**src/hw/rtl/bia_pkg.sv**
```systemverilog
`timescale 1ns / 1ps
// ----------------------------------------------------------------------------
// Bitmap id allocator package
// Sizes, request and response types, status codes and the bit search helper.
// ----------------------------------------------------------------------------
package bia_pkg;

  localparam int ID_COUNT  = 1024;
  localparam int WORD_BITS = 32;
  localparam int WORDS     = (ID_COUNT - 1) / WORD_BITS + 1;
  localparam int ID_LIMIT  = WORDS * WORD_BITS;
  localparam int ID_W      = 10;
  localparam int BIT_W     = $clog2(WORD_BITS);
  localparam int ADDR_W    = $clog2(WORDS);
  localparam int CNT_W     = $clog2(WORDS + 1);

  typedef logic [WORD_BITS-1:0] word_t;
  typedef logic [ADDR_W-1:0]    waddr_t;

  typedef enum logic {
    CMD_ALLOC = 1'b0,
    CMD_FREE  = 1'b1
  } cmd_t;

  typedef enum logic [1:0] {
    STS_OK       = 2'd0,
    STS_FULL     = 2'd1,
    STS_BAD_ID   = 2'd2,
    STS_NOT_USED = 2'd3
  } status_t;

  typedef struct packed {
    logic            command;
    logic [ID_W-1:0] free_id;
  } bia_in_t;

  typedef struct packed {
    logic [ID_W-1:0] given_id;
    logic [1:0]      status;
  } bia_out_t;

  // Access bundle from the control logic to the bitmap memory.
  typedef struct packed {
    logic   re;
    waddr_t raddr;
    logic   we;
    waddr_t waddr;
    word_t  wdata;
  } bia_mem_req_t;

  // Index of the lowest set bit; zero when no bit is set.
  function automatic logic [BIT_W-1:0] lowest_set(input word_t x);
    logic [BIT_W-1:0] idx;
    idx = '0;
    for (int b = WORD_BITS - 1; b >= 0; b--) begin
      if (x[b]) begin
        idx = BIT_W'(b);
      end
    end
    return idx;
  endfunction

endpackage

```
**src/hw/rtl/bitmap_id_allocator.sv**
```systemverilog
`timescale 1ns / 1ps
// ----------------------------------------------------------------------------
// Bitmap id allocator
// Next-fit allocator of unique ids over a used-bitmap held in memory.
// ----------------------------------------------------------------------------
// Usage:
// A request on the in_ channel either allocates a new id (command 0) or
// frees in_data.free_id (command 1). Every request yields exactly one
// response on the out_ channel carrying given_id and status. Allocation
// starts just after the last id handed out, wraps to id 1 and never hands
// out id 0. The search reads one bitmap word per cycle from the memory.
// A free request reads only the word of its id; an allocation examines
// word after word until it finds a free bit, and when the map is full it
// reports STS_FULL after looking at the starting word a second time.
// Requests are handled one at a time: in_ready is high only while
// the block is idle, so a new request is taken only after the last one
// has loaded its response. The response sits in an output register;
// if the receiver stalls, a finished request holds in the search stage
// until the register drains, and nothing is written before then.
// Reset empties the bitmap at once through per-word valid bits and clears
// the last given id, so the block is ready in the first cycle after reset.
// ----------------------------------------------------------------------------
module bitmap_id_allocator
  import bia_pkg::*;
(
  input  logic     clk,
  input  logic     rst_n,
  input  logic     in_valid,
  output logic     in_ready,
  input  bia_in_t  in_data,
  output logic     out_valid,
  input  logic     out_ready,
  output bia_out_t out_data
);

  typedef enum logic [1:0] {
    S_IDLE = 2'b01,
    S_SCAN = 2'b10
  } state_t;

  state_t            state_r, state_nxt;
  logic              cmd_r, cmd_nxt;
  waddr_t            word_r, word_nxt;
  logic [BIT_W-1:0]  pos_r, pos_nxt;
  logic              bad_r, bad_nxt;
  logic [CNT_W-1:0]  scan_cnt_r, scan_cnt_nxt;
  logic [ID_W-1:0]   last_given_r, last_given_nxt;
  logic              out_valid_r, out_valid_nxt;
  bia_out_t          out_data_r, out_data_nxt;

  bia_mem_req_t      mem_req;
  word_t             rd_word;

  logic              in_acc;
  logic              out_free;
  logic [ID_W:0]     lg_plus;
  logic [ID_W:0]     start;
  logic              id_bad;
  word_t             free_w;
  word_t             cand_w;
  logic              found;
  logic              fail;
  logic [BIT_W-1:0]  hit_bit;
  waddr_t            next_word;
  logic              bit_used;

  bia_bitmap_ram u_ram (
    .clk     (clk),
    .rst_n   (rst_n),
    .mem_req (mem_req),
    .rd_word (rd_word)
  );

  assign in_ready = (state_r == S_IDLE);
  assign in_acc   = in_valid && in_ready;
  assign out_free = !out_valid_r || out_ready;

  // The search starts just past the last id, wrapping to id 1.
  assign lg_plus = {1'b0, last_given_r} + (ID_W + 1)'(1);
  assign start   = (lg_plus < (ID_W + 1)'(ID_LIMIT)) ? lg_plus : (ID_W + 1)'(1);

  assign id_bad = (in_data.free_id == '0) ||
                  ({1'b0, in_data.free_id} >= (ID_W + 1)'(ID_LIMIT));

  // Free bits of the word under examination. Id 0 is never free, and on
  // the first look at the starting word the bits below the start are out.
  always_comb begin
    free_w = ~rd_word;
    if (word_r == '0) begin
      free_w[0] = 1'b0;
    end
    cand_w = free_w;
    if (scan_cnt_r == '0) begin
      for (int b = 0; b < WORD_BITS; b++) begin
        if (BIT_W'(b) < pos_r) begin
          cand_w[b] = 1'b0;
        end
      end
    end
  end

  assign found     = |cand_w;
  assign fail      = !found && (scan_cnt_r == CNT_W'(WORDS));
  assign hit_bit   = lowest_set(cand_w);
  assign next_word = (word_r == waddr_t'(WORDS - 1)) ? '0 : word_r + waddr_t'(1);
  assign bit_used  = rd_word[pos_r];

  always_comb begin
    state_nxt      = state_r;
    cmd_nxt        = cmd_r;
    word_nxt       = word_r;
    pos_nxt        = pos_r;
    bad_nxt        = bad_r;
    scan_cnt_nxt   = scan_cnt_r;
    last_given_nxt = last_given_r;
    out_valid_nxt  = out_valid_r && !out_ready;
    out_data_nxt   = out_data_r;
    mem_req        = '0;

    unique case (state_r)
      S_IDLE: begin
        if (in_acc) begin
          cmd_nxt      = in_data.command;
          scan_cnt_nxt = '0;
          bad_nxt      = id_bad;
          if (in_data.command == CMD_ALLOC) begin
            word_nxt = start[BIT_W +: ADDR_W];
            pos_nxt  = start[BIT_W-1:0];
          end else begin
            word_nxt = in_data.free_id[BIT_W +: ADDR_W];
            pos_nxt  = in_data.free_id[BIT_W-1:0];
          end
          mem_req.re    = 1'b1;
          mem_req.raddr = word_nxt;
          state_nxt     = S_SCAN;
        end
      end
      S_SCAN: begin
        if (cmd_r == CMD_ALLOC) begin
          if (found || fail) begin
            if (out_free) begin
              out_valid_nxt = 1'b1;
              state_nxt     = S_IDLE;
              if (found) begin
                mem_req.we             = 1'b1;
                mem_req.waddr          = word_r;
                mem_req.wdata          = rd_word;
                mem_req.wdata[hit_bit] = 1'b1;
                last_given_nxt         = ID_W'({word_r, hit_bit});
                out_data_nxt.given_id  = ID_W'({word_r, hit_bit});
                out_data_nxt.status    = STS_OK;
              end else begin
                out_data_nxt.given_id  = '0;
                out_data_nxt.status    = STS_FULL;
              end
            end
          end else begin
            // Nothing free here: move on to the following word.
            mem_req.re    = 1'b1;
            mem_req.raddr = next_word;
            word_nxt      = next_word;
            scan_cnt_nxt  = scan_cnt_r + CNT_W'(1);
          end
        end else begin
          if (out_free) begin
            out_valid_nxt         = 1'b1;
            state_nxt             = S_IDLE;
            out_data_nxt.given_id = '0;
            if (bad_r) begin
              out_data_nxt.status = STS_BAD_ID;
            end else if (!bit_used) begin
              out_data_nxt.status = STS_NOT_USED;
            end else begin
              mem_req.we           = 1'b1;
              mem_req.waddr        = word_r;
              mem_req.wdata        = rd_word;
              mem_req.wdata[pos_r] = 1'b0;
              out_data_nxt.status  = STS_OK;
            end
          end
        end
      end
      default: begin
        state_nxt = S_IDLE;
      end
    endcase
  end

  always_ff @(posedge clk) begin
    if (!rst_n) begin
      state_r      <= S_IDLE;
      last_given_r <= '0;
      out_valid_r  <= 1'b0;
      scan_cnt_r   <= '0;
    end else begin
      state_r      <= state_nxt;
      last_given_r <= last_given_nxt;
      out_valid_r  <= out_valid_nxt;
      scan_cnt_r   <= scan_cnt_nxt;
    end
  end

  always_ff @(posedge clk) begin
    cmd_r      <= cmd_nxt;
    word_r     <= word_nxt;
    pos_r      <= pos_nxt;
    bad_r      <= bad_nxt;
    out_data_r <= out_data_nxt;
  end

  assign out_valid = out_valid_r;
  assign out_data  = out_data_r;

  // A new response can only be loaded from the search stage.
  a_rsp_from_scan: assert property (@(posedge clk) disable iff (!rst_n)
    $rose(out_valid_r) |-> $past(state_r == S_SCAN))
    else $error("response raised outside the search stage");

  // The bitmap is only written when a request completes.
  a_write_on_done: assert property (@(posedge clk) disable iff (!rst_n)
    mem_req.we |-> (state_r == S_SCAN) && out_free)
    else $error("bitmap written while no request completes");

  // A nonzero id is only ever returned with a good status; errors carry id 0.
  a_id_status: assert property (@(posedge clk) disable iff (!rst_n)
    out_valid_r && (out_data_r.status != STS_OK) |-> (out_data_r.given_id == '0))
    else $error("id returned with an error status");

  // The wrap-around search never walks past the starting word again.
  a_scan_bound: assert property (@(posedge clk) disable iff (!rst_n)
    scan_cnt_r <= CNT_W'(WORDS))
    else $error("search ran past the full word count");

endmodule

```
**src/hw/rtl/bia_bitmap_ram.sv**
```systemverilog
`timescale 1ns / 1ps
// ----------------------------------------------------------------------------
// Bitmap word memory
// One write and one registered read port, with per-word valid bits so that
// a word never written since reset reads as all zeros.
// ----------------------------------------------------------------------------
module bia_bitmap_ram
  import bia_pkg::*;
(
  input  logic         clk,
  input  logic         rst_n,
  input  bia_mem_req_t mem_req,
  output word_t        rd_word
);

  word_t              mem [WORDS];
  logic [WORDS-1:0]   vld_r;
  word_t              rd_data_r;
  logic               rd_vld_r;

  always_ff @(posedge clk) begin
    if (mem_req.we) begin
      mem[mem_req.waddr] <= mem_req.wdata;
    end
    if (mem_req.re) begin
      rd_data_r <= mem[mem_req.raddr];
    end
  end

  always_ff @(posedge clk) begin
    if (!rst_n) begin
      vld_r    <= '0;
      rd_vld_r <= 1'b0;
    end else begin
      if (mem_req.we) begin
        vld_r[mem_req.waddr] <= 1'b1;
      end
      if (mem_req.re) begin
        rd_vld_r <= vld_r[mem_req.raddr];
      end
    end
  end

  assign rd_word = rd_vld_r ? rd_data_r : '0;

endmodule
```
**config.mk**
```make
export PLATFORM = sky130hd
export DESIGN_NAME = bitmap_id_allocator
export DESIGN_NICKNAME = d
export VERILOG_FILES = /design/src/hw/rtl/bia_pkg.sv /design/src/hw/rtl/bitmap_id_allocator.sv /design/src/hw/rtl/bia_bitmap_ram.sv
export SDC_FILE = /design/constraint.sdc
export NUM_CORES = 2
export LEC_CHECK = 0
export BUFFER_PORTS_ARGS = -buffer_cell sky130_fd_sc_hd__clkbuf_2
export CAP_MARGIN = 30
export CORE_UTILIZATION = 57
export CTS_BUF_LIST = sky130_fd_sc_hd__clkbuf_16
export DETAILED_ROUTE_END_ITERATION = 10
export PLACE_DENSITY = 0.83
export REMOVE_ABC_BUFFERS = 1
export SYNTH_ARGS = -nofsm -noshare
export SYNTH_HDL_FRONTEND = slang
export SYNTH_SLANG_ARGS = --single-unit
```
**constraint.sdc**
```tcl
create_clock -name clk -period 5.9 [get_ports clk]
set_input_delay 0 -clock clk [delete_from_list [all_inputs] [get_ports clk]]
set_output_delay 0 -clock clk [all_outputs]
set_load 0.01 [all_outputs]
```
After elaboration in Yosys (flattened, before gate mapping):

Memory sizes are Yosys's and may differ from the RTL's. A register that Yosys moved wholly into a read port is not among the register bits.
Index checks and enable logic that the tools add are counted.

* register bits: 76
* bits in writable memories: 1024
* input bits: 15
* output and inout bits: 14
* word-level logic and storage cells: 211
* memories: 1

Memories
* u_ram.mem: words 32, bits a word 32, rd ports 1, clocked after Yosys merged registers in 1, write ports 1, line bia_bitmap_ram.sv:16 `word_t mem [WORDS];`

* $add $sub $neg: 3
* order comparisons: 40
* eq/ne operators: 8
* multiplexer cells: 119
* bitwise gates (word level): 6
* reduce and logical (&&, ||, !) cells: 22

Operators with widths (number)
* $mux 38: 8
* $mux 5: 38
* $lt 5x5->1 const A: 16
* $mux 32: 2
* $not 32->32: 2
* $or 32x32->32: 2
* $mux 12: 5
* $mux 1: 44
* $lt 4x5->1 const A: 8
* $mux 6: 6
* $and 32x32->32: 1
* $reduce_or 32->1: 1
* $lt 5x6->1 const B: 4
* $pmux 6 s2: 2
* $lt 3x5->1 const A: 4
* $demux 1 s5: 3
* $ge 5x1->1 const B: 3
* $mux 2: 6
* $add 10x1->11 const B: 1
* $lt 11x11->1 const B: 1
* $bmux 1 s5: 2
* $logic_not 10->1: 1
* $lt 1x5->1 const A: 2
* $lt 2x5->1 const A: 2
* other kinds (23): 34

Logic depth before layout (Yosys ltp):

* word-level depth: 52
* mapped depth: 18
* mapped depth without buffers: 13

Modules after synthesis:

Synthesis repeated with hierarchy kept, for this count alone.

* cells, all modules: 2360
* area total of the unflattened synthesis: 46392.0 µm²

By module, submodules not included
* bia_bitmap_ram: instances 1, cells an instance 1678, area an instance 41304.6 µm², sequential area each 32371.0 µm²
* bitmap_id_allocator: instances 1, cells an instance 682, area an instance 5087.4 µm², sequential area each 1101.1 µm²

Worst setup path after synthesis:

OpenSTA, ideal clock, no wires.

* path type: reg2reg
* start point: register pos_r[2]
* end point: memory u_ram.mem[14][0] in the netlist's numbering, enable pin
* library setup time: 0.505 ns
* arrival time: 5.694 ns
* data required time: 5.395 ns
* path slack: -0.299 ns
* cell stages (with the launch flop): 10
* buffers on the path: 0
* clock period less this slack: 6.199 ns
* cell sequence: edfxtp_1 > nor3_1 > a211oi_2 > o22ai_1 > nor4_4 > a31oi_1 > nand2_1 > nand2_1 > nand3_1 > nor4_1

* longest elaborated chain between the ends: 12
* elaborated cells between the ends (all ways): 81
* classes of those cells: order compare (32); mux (45); reduce/logical (4)

Ends and longest elaborated chain
* from (decl): line bitmap_id_allocator.sv:44 `logic [BIT_W-1:0] pos_r, pos_nxt;`
* from (signal assigned): line bitmap_id_allocator.sv:206 `pos_r <= pos_nxt;`
* $lt 1x5->1, or another cell as far along: line bitmap_id_allocator.sv:95 `if (BIT_W'(b) < pos_r) begin`
* $mux 1: line bitmap_id_allocator.sv:95
* $mux 32: line bitmap_id_allocator.sv:93 `if (scan_cnt_r == '0) begin`
* $reduce_or 32->1: line bitmap_id_allocator.sv:102 `assign found = |cand_w;`
* $logic_not 1->1: line bitmap_id_allocator.sv:103 `assign fail = !found && (scan_cnt_r == CNT_W'(WORDS));`
* $logic_and 1x1->1: line bitmap_id_allocator.sv:103
* $logic_or 1x1->1: line bitmap_id_allocator.sv:140 `if (found || fail) begin`
* $mux 38: line bitmap_id_allocator.sv:140
* $mux 38 *: line bitmap_id_allocator.sv:139 `if (cmd_r == CMD_ALLOC) begin`
* $mux 38 *: line bitmap_id_allocator.sv:120 `unique case (state_r)`
* $mux 1: line bia_bitmap_ram.sv:22 `if (mem_req.we) begin`
* $mux 1 (implied by the code): line bia_bitmap_ram.sv:23 `mem[mem_req.waddr] <= mem_req.wdata;`
* to (decl): line bia_bitmap_ram.sv:16

Every way passes the cells marked *; elsewhere a longest branch is shown, timed or not. The select of a mux whose other input is x is not followed.

Worst setup path after layout:

* start point: register scan_cnt_r[0]
* end point: register u_ram.rd_data_r[15] (read register of u_ram.mem), data pin

* longest elaborated chain between the ends: 9
* elaborated cells between the ends (all ways): 10
* classes of those cells: eq/ne (1); mux (4); reduce/logical (5)

Ends and longest elaborated chain
* from (decl): line bitmap_id_allocator.sv:46 `logic [CNT_W-1:0] scan_cnt_r, scan_cnt_nxt;`
* from (signal assigned): line bitmap_id_allocator.sv:199 `scan_cnt_r <= scan_cnt_nxt;`
* $logic_not 6->1: line bitmap_id_allocator.sv:93
* $mux 32: line bitmap_id_allocator.sv:93
* $reduce_or 32->1: line bitmap_id_allocator.sv:102
* $logic_not 1->1: line bitmap_id_allocator.sv:103
* $logic_and 1x1->1: line bitmap_id_allocator.sv:103
* $logic_or 1x1->1 *: line bitmap_id_allocator.sv:140
* $mux 6 *: line bitmap_id_allocator.sv:140
* $mux 6 *: line bitmap_id_allocator.sv:139
* $pmux 6 s2 *: line bitmap_id_allocator.sv:120
* to (decl): line bia_bitmap_ram.sv:18 `word_t rd_data_r;`

Every way passes the cells marked *; elsewhere a longest branch is shown, timed or not.
A chain may end at the register's enable or synchronous reset.

==> flow_metrics.tcl <==
set metrics [dict create \
    ant_nets 0 \
    async_flop_share 0 \
    hold_depth 5 \
    avgSynthCellArea_um2 13.3 \
    dpl.hpwl_um 77800 \
    drt-total-wl_um 137000 \
    synthCells 3581 \
    ctsHoldBuffers 16 \
    n_fill_cell 5486 \
    die_x_um 291 \
    cts-buffers-inserted 106 \
    vias 33268 \
    drive_gt1_frac 0.131 \
    drtPass1Iterations 7 \
    core-area_mm2 0.0825 \
    path_clk_slew_ns 0.07 \
    grt-ovfl-total 0 \
    r2r-start "scan_cnt_r[0]" \
    drt_iter0_markers 5073 \
    hold_viol_final 0 \
    status "finished, final reports clean" \
    layout_setup_ws_ns 0.658 \
    finalNetCount 3652 \
    vias_per_cell 6.96 \
    hold_end "state_r[1]" \
    cts_setup_buffers 0 \
    cts_max_level 3 \
    hold_path_class "primary input to register" \
    ir_drop_uv 270 \
    antenna_cells 0 \
    clock_skew_ns 0.0315 \
    cts.sinks 1132 \
    crit_fanout 74 \
    die_area_mm2 0.0848 \
    drc 0 \
    port_buffers 28 \
    post_cts_resized 0 \
    p_per_area_mw_per_mm2 340 \
    yosysSeqAreaShare 0.702 \
    min_from "in_valid" \
    fmax_ghz 0.191 \
    start_util 0.578 \
    path_class "register to register" \
    syn-cell-area_mm2 0.0477 \
    gp_congestion 1.08 \
    ys_types 91 \
    p_leak_nw 15.9 \
    rows 105 \
    reg2reg_depth 13 \
    period_minus_slack_ns 5.24 \
    clockRootBuffer "clkbuf_16" \
    die_y_um 291 \
    grt_pass1_vias 31901 \
    grt_use_total 0.320 \
    cp.required_ns 6.36 \
    reg2reg_to "u_ram.rd_data_r[15]" \
    pre_cts_ws_ns 0.922 \
    period_share 0.889 \
    slew_headroom 0.313 \
    io_pins 29 \
    max-cap-violations 0 \
    synth_edf_count 1080 \
    clock_latency_ns 0.68 \
    cts_buffer_depth 3 \
    dp.cells 4573 \
    finalMaxSlewViolations 0 \
    final-instance-count-excl-fill 4782 \
    setup_viol 0 \
    cts_tree "done" \
    synth-main-ff-cell "edfxtp_1" \
    endpoint_kind "register" \
    grt_max_degree 181 \
    rrSetupSlack_ns 0.66 \
    synth_warnings 0 \
    routedWlPerCell_um 28.7 \
    grt_pass1_wl_um 201000 \
    antenna_found_initial 3 \
    synthToLayoutAreaGrowth_pct 12.5 \
    critical_path.startpoint_type "register" \
    crit_arrival_ns 5.71 \
    ys_ff_latch 1132 \
    rsz0062_at_grt "no" \
    tightestPinTransition_ns 1.03 \
]
-- cells by family (layout without fill, tap and decap cells) --
group           Yosys count  count (layout)  share of synthesized area
fa+ha+maj                 8               8                    0.00210
mux                      19              19                    0.00669
flops                  1132            1132                      0.702
compound gates          921             921                      0.141
xor+xnor                 13              13                    0.00239
simple gates           1185            1185                      0.116
buf+inv                 303             434                     0.0302
-- layer usage --
layer  track usage  vias to the layer above  share of wire
met5             0                        -        0.00017
met4         0.155                        4          0.050
met3        0.0721                      436           0.13
met2         0.482                     2643           0.45
met1         0.441                    16135           0.37
li1              -                    14050              -
-- cell usage after synthesis, types with 27 or more instances --
cell      instances  area (µm²)
and3_1           71         444
a21oi_1          59         295
clkbuf_1        165         619
nor2_1          230         863
dfxtp_1          52        1040
nand3_1          34         170
nor3_1          149         746
buf_4            27         203
a22o_1           33         289
o311ai_0         69         604
o221ai_1         62         543
o21a_1           34         255
nand2_1         479        1800
edfxtp_1       1080       32400
buf_2            70         350
or3_1            74         463
o211ai_1         84         631
o311ai_1         61         534
a221oi_2         32         480
o21ai_0         154         771
a211oi_1         68         510
a31oi_1         147         920
nor2b_1          71         444
o21ai_1          36         180
-- worst max path at each step --
stage                  start                   to
2_1_floorplan     state_r[0]  u_ram.rd_data_r[30]
4_1_cts        scan_cnt_r[0]  u_ram.rd_data_r[15]
5_1_grt        scan_cnt_r[0]  u_ram.rd_data_r[15]
6_report       scan_cnt_r[0]  u_ram.rd_data_r[15]
3_3_place_gp        pos_r[2]      u_ram.mem[0][2]
3_5_place_dp        pos_r[2]      u_ram.mem[0][6]
-- flip-flops by register name, indices dropped and copies added, names as in the netlist --
register / flops
u_ram.rd_vld_r: 1
out_data: 12
cmd_r: 1
pos_r: 5
word_r: 5
out_valid: 1
state_r: 2
scan_cnt_r: 6
u_ram.mem: 1024
u_ram.vld_r: 32
bad_r: 1
u_ram.rd_data_r: 32
last_given_r: 10
-- cell usage in the layout, fill, tap and decap left out, types with 37 or more instances in the layout --
cell type and n:
edfxtp_1 1080, and3_1 71, clkbuf_16 109, o311ai_0 69, a31oi_1 147, nor2b_1 71
buf_12 37, or3_1 74, o21ai_1 40, buf_4 141, o221ai_1 62, a211oi_1 68
o211ai_1 84, nand2_1 479, nor3_1 147, dfxtp_1 51, nor2_1 200, a21oi_1 53
o311ai_1 61, o21ai_0 140
-- layout make-up --
class	instances	area, µm²	share of cell area
multi-input cells	2146	13300	0.247
inverters	16	60.1	0.00112
well taps	1070	1340	0.0249
clock inverters	82	602	0.0112
flip-flops and latches	1132	33500	0.624
repair buffers	227	2200	0.0410
clock buffers	109	2730	0.0508
-- per-stage QoR --
| step | hold slack, ns | setup TNS [ns] | power, W | instance area, µm² | utilization |
|---|---|---|---|---|---|
| 2_1_floorplan | 0.0889 | -429.80 | 0.0107 | 46300 | - |
| 3_3_place_gp | 0.335 | 0 | 0.0116 | 50100 | 0.607 |
| 3_5_place_dp | 0.330 | 0 | 0.0117 | 50100 | 0.608 |
| 4_1_cts | 0.0232 | 0 | 0.0181 | 53600 | 0.650 |
| 5_1_grt | 0.115 | 0 | 0.0187 | 53700 | 0.650 |
| 6_report | 0.0389 | 0 | 0.0182 | 53700 | 0.650 |
-- power breakdown --
group | total, W | switching (W) | leakage [nW] | internal (W)
logic | 0.00262 | 0.00187 | 5.95 | 0.000744
clock network | 0.00661 | 0.00289 | 1.71 | 0.00372
registers | 0.00900 | 0.000162 | 8.28 | 0.00884
total | 0.0182 | 0.00493 | 15.9 | 0.0133
-- worst max-delay path, cell delays in order (launching register included) --
cell	delay [ns]
dfxtp_1	0.35
inv_1	0.08
ha_1	0.16
or4b_4	0.63
a2111oi_0	0.61
a2bb2o_2	0.40
nor4_2	0.56
a41o_4	0.59
buf_12	0.39
nor2_1	0.07
o311ai_0	0.39
o21ai_0	0.19
a22o_1	0.28
a221oi_2	0.26
Note: power is estimated with default switching activity, not from simulation.
